File: src/multichannel_oversample_fir_decimator_top_macros.svh
// Assertion macros shared by the decimator RTL.
`ifndef MULTICHANNEL_OVERSAMPLE_FIR_DECIMATOR_TOP_MACROS_SVH
`define MULTICHANNEL_OVERSAMPLE_FIR_DECIMATOR_TOP_MACROS_SVH

// Same-cycle implication, disabled during reset.
`define MOFD_ASSERT_NOW(label, clk, rst, ante, cons, msg) \
   label: assert property (@(posedge clk) disable iff (rst) (ante) |-> (cons)) \
      else $error(msg);

// Next-cycle implication, disabled during reset.
`define MOFD_ASSERT_NEXT(label, clk, rst, ante, cons, msg) \
   label: assert property (@(posedge clk) disable iff (rst) (ante) |=> (cons)) \
      else $error(msg);

`endif

File: src/mofd_pkg.sv
// Shared types and constants of the oversampling FIR decimator.
`default_nettype none

package mofd_pkg;

   localparam int unsigned DEF_CHANNELS       = 8;
   localparam int unsigned DEF_MAX_OVERSAMPLE = 32;
   localparam int unsigned DEF_PAD_TO_EVEN    = 0;

   localparam int unsigned SAMPLE_W = 12;
   localparam int unsigned CIDX_W   = 6;
   localparam int unsigned COEF_W   = 16;
   localparam int unsigned OSC_W    = 6;
   localparam int unsigned CHAN_W   = 3;
   localparam int unsigned ACC_W    = 32;
   localparam int unsigned VAL_W    = 40;
   localparam int unsigned FRAC_W   = 8;
   localparam int unsigned PROD_W   = 29;
   localparam int unsigned DIV_STEPS = VAL_W;
   localparam int unsigned STEP_W   = $clog2(DIV_STEPS + 1);

   localparam logic MODE_SAMPLE = 1'b0;
   localparam logic MODE_COEF   = 1'b1;

   localparam logic signed [ACC_W-1:0] ACC_MAX = 32'sh7FFF_FFFF;
   localparam logic signed [ACC_W-1:0] ACC_MIN = 32'sh8000_0000;
   localparam logic signed [VAL_W-1:0] VAL_MAX = 40'sh7F_FFFF_FFFF;

   typedef struct packed {
      logic                     mode;
      logic [SAMPLE_W-1:0]      sample;
      logic [CIDX_W-1:0]        coef_index;
      logic signed [COEF_W-1:0] coef_value;
   } req_type;

   typedef struct packed {
      logic [CHAN_W-1:0]       channel;
      logic signed [VAL_W-1:0] filtered_value;
      logic                    divide_by_zero;
      logic                    last;
   } rsp_type;

   // Control bundle for a memory with per-entry valid bits.
   typedef struct packed {
      logic wr_en;
      logic rd_en;
      logic clear;
   } mem_ctl_type;

   typedef enum logic [3:0] {
      ST_IDLE,
      ST_FETCH,
      ST_ACCUM,
      ST_NORM_RD,
      ST_NORM,
      ST_CH_RD,
      ST_CH_DIV,
      ST_DIV_WAIT,
      ST_EMIT
   } state_type;

endpackage

`default_nettype wire

File: src/mofd_coef_mem.sv
// Coefficient memory with valid bits; unwritten entries read as the boxcar.
`default_nettype none

module mofd_coef_mem #(
   parameter int unsigned DEPTH = mofd_pkg::DEF_MAX_OVERSAMPLE + 1,
   parameter int unsigned AW    = $clog2(DEPTH)
) (
   input  wire logic                              clock,
   input  wire logic                              reset,
   input  wire mofd_pkg::mem_ctl_type             ctl,
   input  wire logic [AW-1:0]                     wr_addr,
   input  wire logic signed [mofd_pkg::COEF_W-1:0] wr_data,
   input  wire logic [AW-1:0]                     rd_addr,
   input  wire logic [AW-1:0]                     count,
   output logic signed [mofd_pkg::COEF_W-1:0]     rd_data
);
   import mofd_pkg::*;

   logic signed [COEF_W-1:0] mem [DEPTH];
   logic [DEPTH-1:0]         vld_ff;
   logic signed [COEF_W-1:0] rd_data_ff;
   logic                     rd_vld_ff;
   logic [AW-1:0]            rd_addr_ff;

   always_ff @(posedge clock) begin
      if (ctl.wr_en) begin
         mem[wr_addr] <= wr_data;
      end
      if (ctl.rd_en) begin
         rd_data_ff <= mem[rd_addr];
         rd_addr_ff <= rd_addr;
      end
   end

   // clear = boxcar reload: every entry falls back to its default
   always_ff @(posedge clock) begin
      if (reset || ctl.clear) begin
         vld_ff    <= '0;
         rd_vld_ff <= 1'b0;
      end else begin
         if (ctl.wr_en) begin
            vld_ff[wr_addr] <= 1'b1;
         end
         if (ctl.rd_en) begin
            rd_vld_ff <= vld_ff[rd_addr];
         end
      end
   end

   always_comb begin
      if (rd_vld_ff) begin
         rd_data = rd_data_ff;
      end else if (rd_addr_ff == count) begin
         rd_data = signed'(COEF_W'(count));
      end else begin
         rd_data = COEF_W'(1);
      end
   end

endmodule

`default_nettype wire

File: src/mofd_acc_mem.sv
// Per-channel accumulator memory; a clear zeroes every entry at once.
`default_nettype none

module mofd_acc_mem #(
   parameter int unsigned DEPTH = mofd_pkg::DEF_CHANNELS,
   parameter int unsigned AW    = (DEPTH > 1) ? $clog2(DEPTH) : 1
) (
   input  wire logic                               clock,
   input  wire logic                               reset,
   input  wire mofd_pkg::mem_ctl_type              ctl,
   input  wire logic [AW-1:0]                      wr_addr,
   input  wire logic signed [mofd_pkg::ACC_W-1:0]  wr_data,
   input  wire logic [AW-1:0]                      rd_addr,
   output logic signed [mofd_pkg::ACC_W-1:0]       rd_data
);
   import mofd_pkg::*;

   logic signed [ACC_W-1:0] mem [DEPTH];
   logic [DEPTH-1:0]        vld_ff;
   logic signed [ACC_W-1:0] rd_data_ff;
   logic                    rd_vld_ff;

   always_ff @(posedge clock) begin
      if (ctl.wr_en) begin
         mem[wr_addr] <= wr_data;
      end
      if (ctl.rd_en) begin
         rd_data_ff <= mem[rd_addr];
      end
   end

   always_ff @(posedge clock) begin
      if (reset || ctl.clear) begin
         vld_ff    <= '0;
         rd_vld_ff <= 1'b0;
      end else begin
         if (ctl.wr_en) begin
            vld_ff[wr_addr] <= 1'b1;
         end
         if (ctl.rd_en) begin
            rd_vld_ff <= vld_ff[rd_addr];
         end
      end
   end

   assign rd_data = rd_vld_ff ? rd_data_ff : '0;

endmodule

`default_nettype wire

File: src/mofd_divider.sv
// Radix-2 restoring signed divider, one quotient bit per cycle, truncating.
`default_nettype none

module mofd_divider (
   input  wire logic                               clock,
   input  wire logic                               reset,
   input  wire logic                               start,
   input  wire logic signed [mofd_pkg::VAL_W-1:0]  dividend,
   input  wire logic signed [mofd_pkg::COEF_W-1:0] divisor,
   output logic                                    busy,
   output logic signed [mofd_pkg::VAL_W-1:0]       quotient
);
   import mofd_pkg::*;

   logic              busy_ff, busy_in;
   logic [STEP_W-1:0] step_ff, step_in;
   logic [COEF_W-1:0] rem_ff, rem_in;
   logic [VAL_W-1:0]  q_ff, q_in;
   logic [COEF_W-1:0] dvs_ff, dvs_in;
   logic              neg_ff, neg_in;

   logic [COEF_W:0] shifted;
   logic [COEF_W:0] diff;
   logic            fits;

   always_comb begin
      shifted = {rem_ff, q_ff[VAL_W-1]};
      diff    = shifted - {1'b0, dvs_ff};
      fits    = (shifted >= {1'b0, dvs_ff});

      busy_in = busy_ff;
      step_in = step_ff;
      rem_in  = rem_ff;
      q_in    = q_ff;
      dvs_in  = dvs_ff;
      neg_in  = neg_ff;

      if (start) begin
         // work on magnitudes; the most negative values map onto 2^(n-1)
         busy_in = 1'b1;
         step_in = '0;
         rem_in  = '0;
         q_in    = dividend[VAL_W-1] ? VAL_W'(-dividend) : VAL_W'(dividend);
         dvs_in  = divisor[COEF_W-1] ? COEF_W'(-divisor) : COEF_W'(divisor);
         neg_in  = dividend[VAL_W-1] ^ divisor[COEF_W-1];
      end else if (busy_ff) begin
         rem_in  = fits ? diff[COEF_W-1:0] : shifted[COEF_W-1:0];
         q_in    = {q_ff[VAL_W-2:0], fits};
         step_in = step_ff + STEP_W'(1);
         if (step_ff == STEP_W'(DIV_STEPS - 1)) begin
            busy_in = 1'b0;
         end
      end
   end

   always_ff @(posedge clock) begin
      if (reset) begin
         busy_ff <= 1'b0;
      end else begin
         busy_ff <= busy_in;
      end
      step_ff <= step_in;
      rem_ff  <= rem_in;
      q_ff    <= q_in;
      dvs_ff  <= dvs_in;
      neg_ff  <= neg_in;
   end

   // only +2^39 overflows (most negative sum over -1)
   always_comb begin
      if (neg_ff) begin
         quotient = signed'(-q_ff);
      end else if (q_ff[VAL_W-1]) begin
         quotient = VAL_MAX;
      end else begin
         quotient = signed'(q_ff);
      end
   end

   assign busy = busy_ff;

endmodule

`default_nettype wire

File: src/multichannel_oversample_fir_decimator_top.sv
// Top level of the multichannel oversampling FIR decimator.
`default_nettype none

`include "multichannel_oversample_fir_decimator_top_macros.svh"

// Weighted block averager for channel-interleaved 12-bit converter samples.
// Each sample request goes to the next slot of a frame (one slot per channel,
// plus a trailing ignored pad slot when PAD_TO_EVEN is set and CHANNELS is
// odd). A channel accumulates sample * coef[frame] with int32 saturation.
// After oversample_count frames the block emits CHANNELS results, in channel
// order, last set on the final one: (sum * 256) / coef[oversample_count],
// truncated toward zero, 8 fraction bits; a zero normalizer gives value 0
// with divide_by_zero set. Mode-1 requests write one coefficient (ignored
// when the index is above oversample_count) and take effect from the next
// sample. Writing oversample_count (0 reads as 1, clamped to MAX_OVERSAMPLE)
// reloads the boxcar (ones, normalizer = count) and restarts the block.
// Coefficient requests are taken in IDLE; a sample request steps through a
// memory read, a multiply and the accumulate/write-back to the accumulator
// memory. The request closing a block adds an output pass that reads the
// normalizer and then, per channel, an accumulator read, a divider start,
// the bit-serial 40-step divider, a done check and the emit (no divider
// with a zero normalizer), plus any stall on the result channel. Only one
// request is in flight, so the read-modify-write of an accumulator never
// overlaps another access. No clearing pass after reset: both memories use
// per-entry valid bits.
module multichannel_oversample_fir_decimator_top #(
   parameter int unsigned CHANNELS       = mofd_pkg::DEF_CHANNELS,
   parameter int unsigned MAX_OVERSAMPLE = mofd_pkg::DEF_MAX_OVERSAMPLE,
   parameter int unsigned PAD_TO_EVEN    = mofd_pkg::DEF_PAD_TO_EVEN
) (
   input  wire logic                        clock,
   input  wire logic                        reset,
   // sample / coefficient requests
   input  wire logic                        req_valid,
   output logic                             req_stall,
   input  wire mofd_pkg::req_type           req_data,
   // filtered results
   output logic                             rsp_valid,
   input  wire logic                        rsp_stall,
   output mofd_pkg::rsp_type                rsp_data,
   // oversample_count register
   input  wire logic                        csr_valid,
   output logic                             csr_ready,
   input  wire logic [mofd_pkg::OSC_W-1:0]  csr_data
);
   import mofd_pkg::*;

   localparam int unsigned SLOTS  = CHANNELS + (((PAD_TO_EVEN != 0) && (CHANNELS % 2 != 0)) ? 1 : 0);
   localparam int unsigned SLOT_W = (SLOTS > 1) ? $clog2(SLOTS) : 1;
   localparam int unsigned CH_W   = (CHANNELS > 1) ? $clog2(CHANNELS) : 1;
   localparam int unsigned CW     = $clog2(MAX_OVERSAMPLE + 1);

   // control state
   state_type          state_ff, state_in;
   logic [SLOT_W-1:0]  slot_ff, slot_in;
   logic [CW-1:0]      frame_ff, frame_in;
   logic [CW-1:0]      count_ff, count_in;
   logic [CH_W-1:0]    chan_ff, chan_in;
   logic               rsp_valid_ff, rsp_valid_in;

   // datapath
   logic [SAMPLE_W-1:0]      sample_ff, sample_in;
   logic signed [PROD_W-1:0] prod_ff, prod_in;
   logic signed [COEF_W-1:0] norm_ff, norm_in;
   logic                     zero_ff, zero_in;
   rsp_type                  rsp_data_ff, rsp_data_in;

   // memory and divider hookup
   mem_ctl_type              coef_ctl;
   logic [CW-1:0]            coef_wr_addr;
   logic [CW-1:0]            coef_rd_addr;
   logic signed [COEF_W-1:0] coef_rd_data;
   mem_ctl_type              acc_ctl;
   logic [CH_W-1:0]          acc_wr_addr;
   logic [CH_W-1:0]          acc_rd_addr;
   logic signed [ACC_W-1:0]  acc_wr_data;
   logic signed [ACC_W-1:0]  acc_rd_data;
   logic                     div_start;
   logic                     div_busy;
   logic signed [VAL_W-1:0]  div_dividend;
   logic signed [VAL_W-1:0]  div_quotient;

   logic                     req_accept;
   logic                     cfg_wr;
   logic                     slot_is_chan;
   logic                     rsp_free;
   logic                     chan_last;
   logic signed [PROD_W-1:0] smp_ext;
   logic signed [PROD_W-1:0] coef_ext;
   logic signed [ACC_W+1:0]  sum_w;
   logic [CW-1:0]            count_wr;

   assign req_stall  = (state_ff != ST_IDLE) || csr_valid;
   assign csr_ready  = (state_ff == ST_IDLE);
   assign req_accept = req_valid && !req_stall;
   assign cfg_wr     = csr_valid && csr_ready;

   assign slot_is_chan = (32'(slot_ff) < CHANNELS);
   assign rsp_free     = !rsp_valid_ff || !rsp_stall;
   assign chan_last    = (chan_ff == CH_W'(CHANNELS - 1));

   // register write value: zero means one, clamp to the table size
   always_comb begin
      if (csr_data == '0) begin
         count_wr = CW'(1);
      end else if (32'(csr_data) > MAX_OVERSAMPLE) begin
         count_wr = CW'(MAX_OVERSAMPLE);
      end else begin
         count_wr = CW'(csr_data);
      end
   end

   // multiply-accumulate datapath
   assign smp_ext      = PROD_W'({1'b0, sample_ff});
   assign coef_ext     = PROD_W'(coef_rd_data);
   assign sum_w        = (ACC_W + 2)'(acc_rd_data) + (ACC_W + 2)'(prod_ff);
   assign div_dividend = signed'({acc_rd_data, FRAC_W'(0)});

   always_comb begin
      if (sum_w > (ACC_W + 2)'(ACC_MAX)) begin
         acc_wr_data = ACC_MAX;
      end else if (sum_w < (ACC_W + 2)'(ACC_MIN)) begin
         acc_wr_data = ACC_MIN;
      end else begin
         acc_wr_data = ACC_W'(sum_w);
      end
   end

   // sequencer: next state, counters and memory controls
   always_comb begin
      state_in     = state_ff;
      slot_in      = slot_ff;
      frame_in     = frame_ff;
      count_in     = count_ff;
      chan_in      = chan_ff;
      sample_in    = sample_ff;
      prod_in      = prod_ff;
      norm_in      = norm_ff;
      zero_in      = zero_ff;
      rsp_valid_in = rsp_valid_ff && rsp_stall;
      rsp_data_in  = rsp_data_ff;

      coef_ctl     = '0;
      coef_wr_addr = CW'(req_data.coef_index);
      coef_rd_addr = frame_ff;
      acc_ctl      = '0;
      acc_wr_addr  = CH_W'(slot_ff);
      acc_rd_addr  = CH_W'(slot_ff);
      div_start    = 1'b0;

      unique case (state_ff)
         ST_IDLE: begin
            if (cfg_wr) begin
               count_in       = count_wr;
               coef_ctl.clear = 1'b1;
               acc_ctl.clear  = 1'b1;
               slot_in        = '0;
               frame_in       = '0;
            end else if (req_accept) begin
               if (req_data.mode == MODE_COEF) begin
                  coef_ctl.wr_en = (32'(req_data.coef_index) <= 32'(count_ff));
               end else begin
                  sample_in      = req_data.sample;
                  coef_ctl.rd_en = 1'b1;
                  acc_ctl.rd_en  = 1'b1;
                  state_in       = ST_FETCH;
               end
            end
         end
         ST_FETCH: begin
            prod_in  = smp_ext * coef_ext;
            state_in = ST_ACCUM;
         end
         ST_ACCUM: begin
            acc_ctl.wr_en = slot_is_chan;
            state_in      = ST_IDLE;
            if (slot_ff == SLOT_W'(SLOTS - 1)) begin
               slot_in = '0;
               if (frame_ff == CW'(count_ff - CW'(1))) begin
                  frame_in = '0;
                  state_in = ST_NORM_RD;
               end else begin
                  frame_in = frame_ff + CW'(1);
               end
            end else begin
               slot_in = slot_ff + SLOT_W'(1);
            end
         end
         ST_NORM_RD: begin
            coef_rd_addr   = count_ff;
            coef_ctl.rd_en = 1'b1;
            chan_in        = '0;
            state_in       = ST_NORM;
         end
         ST_NORM: begin
            norm_in  = coef_rd_data;
            state_in = ST_CH_RD;
         end
         ST_CH_RD: begin
            acc_rd_addr   = chan_ff;
            acc_ctl.rd_en = 1'b1;
            state_in      = ST_CH_DIV;
         end
         ST_CH_DIV: begin
            zero_in = (norm_ff == '0);
            if (norm_ff == '0) begin
               state_in = ST_EMIT;
            end else begin
               div_start = 1'b1;
               state_in  = ST_DIV_WAIT;
            end
         end
         ST_DIV_WAIT: begin
            if (!div_busy) begin
               state_in = ST_EMIT;
            end
         end
         ST_EMIT: begin
            if (rsp_free) begin
               rsp_valid_in               = 1'b1;
               rsp_data_in.channel        = CHAN_W'(chan_ff);
               rsp_data_in.filtered_value = zero_ff ? '0 : div_quotient;
               rsp_data_in.divide_by_zero = zero_ff;
               rsp_data_in.last           = chan_last;
               if (chan_last) begin
                  acc_ctl.clear = 1'b1;
                  state_in      = ST_IDLE;
               end else begin
                  chan_in  = chan_ff + CH_W'(1);
                  state_in = ST_CH_RD;
               end
            end
         end
         default: begin
            state_in = ST_IDLE;
         end
      endcase
   end

   always_ff @(posedge clock) begin
      if (reset) begin
         state_ff     <= ST_IDLE;
         slot_ff      <= '0;
         frame_ff     <= '0;
         count_ff     <= CW'(MAX_OVERSAMPLE);
         chan_ff      <= '0;
         rsp_valid_ff <= 1'b0;
      end else begin
         state_ff     <= state_in;
         slot_ff      <= slot_in;
         frame_ff     <= frame_in;
         count_ff     <= count_in;
         chan_ff      <= chan_in;
         rsp_valid_ff <= rsp_valid_in;
      end
      sample_ff   <= sample_in;
      prod_ff     <= prod_in;
      norm_ff     <= norm_in;
      zero_ff     <= zero_in;
      rsp_data_ff <= rsp_data_in;
   end

   assign rsp_valid = rsp_valid_ff;
   assign rsp_data  = rsp_data_ff;

   mofd_coef_mem #(
      .DEPTH (MAX_OVERSAMPLE + 1),
      .AW    (CW)
   ) u_coef_mem (
      .clock   (clock),
      .reset   (reset),
      .ctl     (coef_ctl),
      .wr_addr (coef_wr_addr),
      .wr_data (req_data.coef_value),
      .rd_addr (coef_rd_addr),
      .count   (count_ff),
      .rd_data (coef_rd_data)
   );

   mofd_acc_mem #(
      .DEPTH (CHANNELS),
      .AW    (CH_W)
   ) u_acc_mem (
      .clock   (clock),
      .reset   (reset),
      .ctl     (acc_ctl),
      .wr_addr (acc_wr_addr),
      .wr_data (acc_wr_data),
      .rd_addr (acc_rd_addr),
      .rd_data (acc_rd_data)
   );

   mofd_divider u_divider (
      .clock    (clock),
      .reset    (reset),
      .start    (div_start),
      .dividend (div_dividend),
      .divisor  (norm_ff),
      .busy     (div_busy),
      .quotient (div_quotient)
   );

   // a sample request always enters the read-modify-write sequence
   `MOFD_ASSERT_NEXT(a_sample_fetch, clock, reset, req_accept && (req_data.mode == MODE_SAMPLE), state_ff == ST_FETCH, "sample request did not start a fetch")
   // the divider is never restarted while it still works
   `MOFD_ASSERT_NOW(a_div_idle_start, clock, reset, div_start, !div_busy, "divider started while busy")
   // a register write restarts the block
   `MOFD_ASSERT_NEXT(a_cfg_restart, clock, reset, cfg_wr, (slot_ff == '0) && (frame_ff == '0), "register write left counters running")
   // the frame index stays inside the current block
   `MOFD_ASSERT_NOW(a_frame_range, clock, reset, state_ff == ST_IDLE, frame_ff < count_ff, "frame index beyond oversample count")

endmodule

`default_nettype wire
File: config.mk
export PLATFORM = sky130hd
export DESIGN_NAME = multichannel_oversample_fir_decimator_top
export DESIGN_NICKNAME = d
export VERILOG_FILES = /design/src/mofd_pkg.sv /design/src/mofd_coef_mem.sv /design/src/mofd_acc_mem.sv /design/src/mofd_divider.sv /design/src/multichannel_oversample_fir_decimator_top.sv
export VERILOG_INCLUDE_DIRS = /design/src /design/src/src
export SDC_FILE = /design/constraint.sdc
export NUM_CORES = 2
export LEC_CHECK = 0
export ABC_AREA = 0
export BUFFER_PORTS_ARGS = -buffer_cell sky130_fd_sc_hd__clkbuf_2
export CAP_MARGIN = 20
export CORE_ASPECT_RATIO = 0.8
export CORE_UTILIZATION = 45
export CTS_CLUSTER_SIZE = 30
export DETAILED_ROUTE_END_ITERATION = 8
export REMOVE_ABC_BUFFERS = 1
export SYNTH_ARGS = -nofsm -noshare
export SYNTH_HDL_FRONTEND = slang
export SYNTH_SLANG_ARGS = --single-unit
export TNS_END_PERCENT = 10
File: constraint.sdc
create_clock -name clock -period 9.2 [get_ports clock]
set_input_delay 0.92 -clock clock [delete_from_list [all_inputs] [get_ports clock]]
set_output_delay 0.92 -clock clock [all_outputs]
set_load 0.02 [all_outputs]
==> reports/metrics.yaml <==
numCtsBuffers: 105
nets: 4877
arrival_ps: 8740
vias: 35400
viasPerCell: 5.70
clock-sinks: 1087
p_leak_nw: 22.2
final_area_sq_um: 60300
wirelength_mm: 144
yosysTopAreaCell: "edfxtp_1"
skew_ps: 66.1
core_sq_um: 119000
hold_path_depth: 1
cts_root_buffer: "clkbuf_16"
cp_max_fo: 13
fmax_ghz: 0.122
synth_warnings: 0
syn_area_per_cell_sq_um: 12.1
finalHoldViolations: 0
track_usage_pct: 23.5
drt_pass1_iterations: 6
rsz0062_at_grt: "false"
grt_max_degree: 120
cts_tree: "built"
io_pins: 94
status: "finished, final reports clean"
cpLargestDelayFamily: "adder cells"
post-dp-hpwl_mm: 91.1
drive_gt1_share_pct: 11.6
period_minus_slack_ps: 8190
startpoint_type: "flip-flop"
crit_path_top_delay_cell: "a22o_1"
area_delta_synth_final_pct: 11.2
slew_headroom_pct: 19.0
p_per_area_nw_per_um2: 174
synth_top_flop_cell: "edfxtp_1"
cts_buffer_depth: 3
path_depth: 23
synth.most_common_cell: "edfxtp_1"
cp_num_buf_inv: 3
critPathKind: "reg -> reg"
hp-class: "in -> reg"
synth-edff-count: 998
place_area_sq_um: 56700
die_w_um: 390
max_stage_delay_ps: 710
ant_nets: 0
clkLatencyLatePin_ps: 750
synth.area.top_cells: "edfxtp_1, fa_1, nand2_1, dfxtp_1, ha_1"
async_flop_share_pct: 0
die_h_um: 312
utilization_pct: 50.6
synth_area_sq_um: 54200
worstMarginPinSlew_ps: 1210
synth.top_cell.area_share_pct: 55.3
maxCapViolCount: 0
synth_seq_area_share_pct: 58.6
setup_viol: 0
post_drt_wl_per_cell_um: 23.1
cp-end-kind: "flip-flop"
grt_pass1_wl_mm: 216
grt-ovfl-total: 0
ys_ff_latch: 1087
syn_inst: 4479
drv_slew: 0
path_clk_slew_ps: 60
placement.io_buffers: 93
r2r_cells: 23
vdd_drop_max_uv: 197
crit_chain: "xor2_1, or4_1, nor4_1, a22o_1, nand2_1, fa_1, fa_1, fa_1, inv_1, fa_1, inv_1, fa_1, inv_1, ha_1, o21ai_0, nor3_1, o21ai_0, a21oi_1, nor2_1, o21ai_0, a41oi_1, or4b_2, o2111ai_1"
cp_common_cell: "fa_1"
num_rows: 113
cts_hold_repair.buffers: 0
start_util_pct: 45.5
crit_required_ps: 9750
drt-initial-drc-count: 3545
dieArea_sq_um: 122000
drc: 0
antenna_found_initial: 3
synth_common_cells: "edfxtp_1, nand2_1, inv_1"
synth_cell_type_count: 79
post_cts.repair.setup_buffers: 0
cts_resized: 0
finalWeightedCongestion: 0.889
grt_pass1_vias: 33700
cts_htree_levels: 3
period_share_pct: 89.0
finalSetupTns_ps: 0
per-stage QoR:
| step | hold WS (ps) | total power, W | instances | setup WS (ps) |
|---|---|---|---|---|
| after floorplan | 435 | 0.00598 | 4234 | -12950 |
| after global placement | 445 | 0.00621 | 6019 | 1320 |
| after detailed placement | 452 | 0.00622 | 6019 | 1140 |
| after CTS | 329 | 0.0106 | 6216 | 1130 |
| after global routing | 339 | 0.0108 | 6221 | 498 |
| final | 378 | 0.0105 | 6222 | 1010 |
final timing paths:
| check | slack (ps) | start | to |
|---|---|---|---|
| max reg2reg | 1010 | count_ff[3]$_SDFFE_PP0P_ | prod_ff[26]$_DFFE_PP_ |
| min | 380 | req_data[29] | sample_ff[7]$_DFFE_PP_ |
| max | 1010 | count_ff[3]$_SDFFE_PP0P_ | prod_ff[26]$_DFFE_PP_ |
| min reg2reg | 460 | u_acc_mem.vld_ff[3]$_SDFFE_PP0P_ | u_acc_mem.vld_ff[3]$_SDFFE_PP0P_ |
placed cells by master (no fill, tap or decap), types with 16 or more instances in the layout:
| master | count |
|---|---|
| a21o_1 | 24 |
| a21oi_1 | 154 |
| a311oi_1 | 108 |
| a31oi_1 | 43 |
| and2_1 | 90 |
| and3_1 | 100 |
| buf_4 | 79 |
| clkbuf_1 | 20 |
| clkbuf_16 | 106 |
| clkbuf_2 | 93 |
| clkinv_1 | 20 |
| clkinv_2 | 25 |
| dfxtp_1 | 88 |
| edfxtp_1 | 998 |
| fa_1 | 180 |
| ha_1 | 131 |
| inv_1 | 296 |
| mux2_2 | 34 |
| mux2i_1 | 21 |
| mux4_2 | 68 |
| nand2_1 | 769 |
| nand2b_1 | 20 |
| nand3_1 | 290 |
| nand4_1 | 16 |
| nor2_1 | 178 |
| nor2_2 | 25 |
| nor3_1 | 45 |
| nor3_2 | 17 |
| o21a_1 | 57 |
| o21ai_0 | 108 |
| or3_1 | 20 |
| xnor2_1 | 74 |
| xor2_1 | 50 |
worst reg2reg max path: stages (launching register included):
cell and delay (ps):
dfxtp_1 530, xor2_1 120, or4_1 520, nor4_1 670, a22o_1 710, nand2_1 170
fa_1 600, fa_1 440, fa_1 490, inv_1 60, fa_1 540, inv_1 60
fa_1 530, inv_1 40, ha_1 310, o21ai_0 100, nor3_1 270, o21ai_0 220
a21oi_1 230, nor2_1 90, o21ai_0 300, a41oi_1 280, or4b_2 660, o2111ai_1 110
final cells by class:
type | count | area, sq um
fill | 10400 | 58800
sequential | 1087 | 31800
multi-input combinational | 2847 | 20700
clock buffer | 131 | 2800
tap | 1610 | 2010
timing repair buffer | 179 | 1170
inverter | 300 | 1140
clock inverter | 66 | 712
antenna | 2 | 5.00
power by group:
part / internal, W / leakage [nW] / switching, W
Combinational: 0.000196 / 10.7 / 0.000405
Sequential: 0.00546 / 9.71 / 0.0000543
Clock: 0.00248 / 1.71 / 0.00192
Total: 0.00814 / 22.2 / 0.00238
cells by family (layout without fill, tap and decap cells):
family                   after synthesis  in the layout  synth area share (%)
other                                  0              2                     0
XOR/XNOR                             125            125                  2.03
AO/OA/AOI/OAI                        621            621                  7.69
AND/OR/NAND/NOR                     1652           1652                  13.9
adder cells (fa/ha/maj)              317            317                  9.79
flip-flops                          1087           1087                  58.6
buffers and inverters                545            676                  3.87
multiplexers                         132            132                  4.09
state kept, by name (all words and copies together) (netlist names), 3 cells and up:
register	count
count_ff	6
u_coef_mem.rd_data_ff	16
sample_ff	12
acc_wr_addr	3
chan_ff	3
u_acc_mem.mem	256
u_acc_mem.rd_data_ff	32
u_coef_mem.mem	528
frame_ff	6
state_ff	4
u_acc_mem.vld_ff	8
u_divider.rem_ff	16
u_divider.q_ff	40
u_divider.dvs_ff	16
rsp_data	45
u_coef_mem.vld_ff	33
u_divider.step_ff	6
norm_ff	16
u_coef_mem.rd_addr_ff	6
prod_ff	29
per-layer routing:
layer,global-route usage [%],share of wire [%],routed length [um],up-vias
met5,0,0,0,-
met4,4.74,1.6,2240,0
met3,4.77,8.2,11800,150
met1,37.2,48,68600,17800
li1,-,-,-,16200
met2,33.4,42,60900,1271
Note: power is estimated with default switching activity, not from simulation.
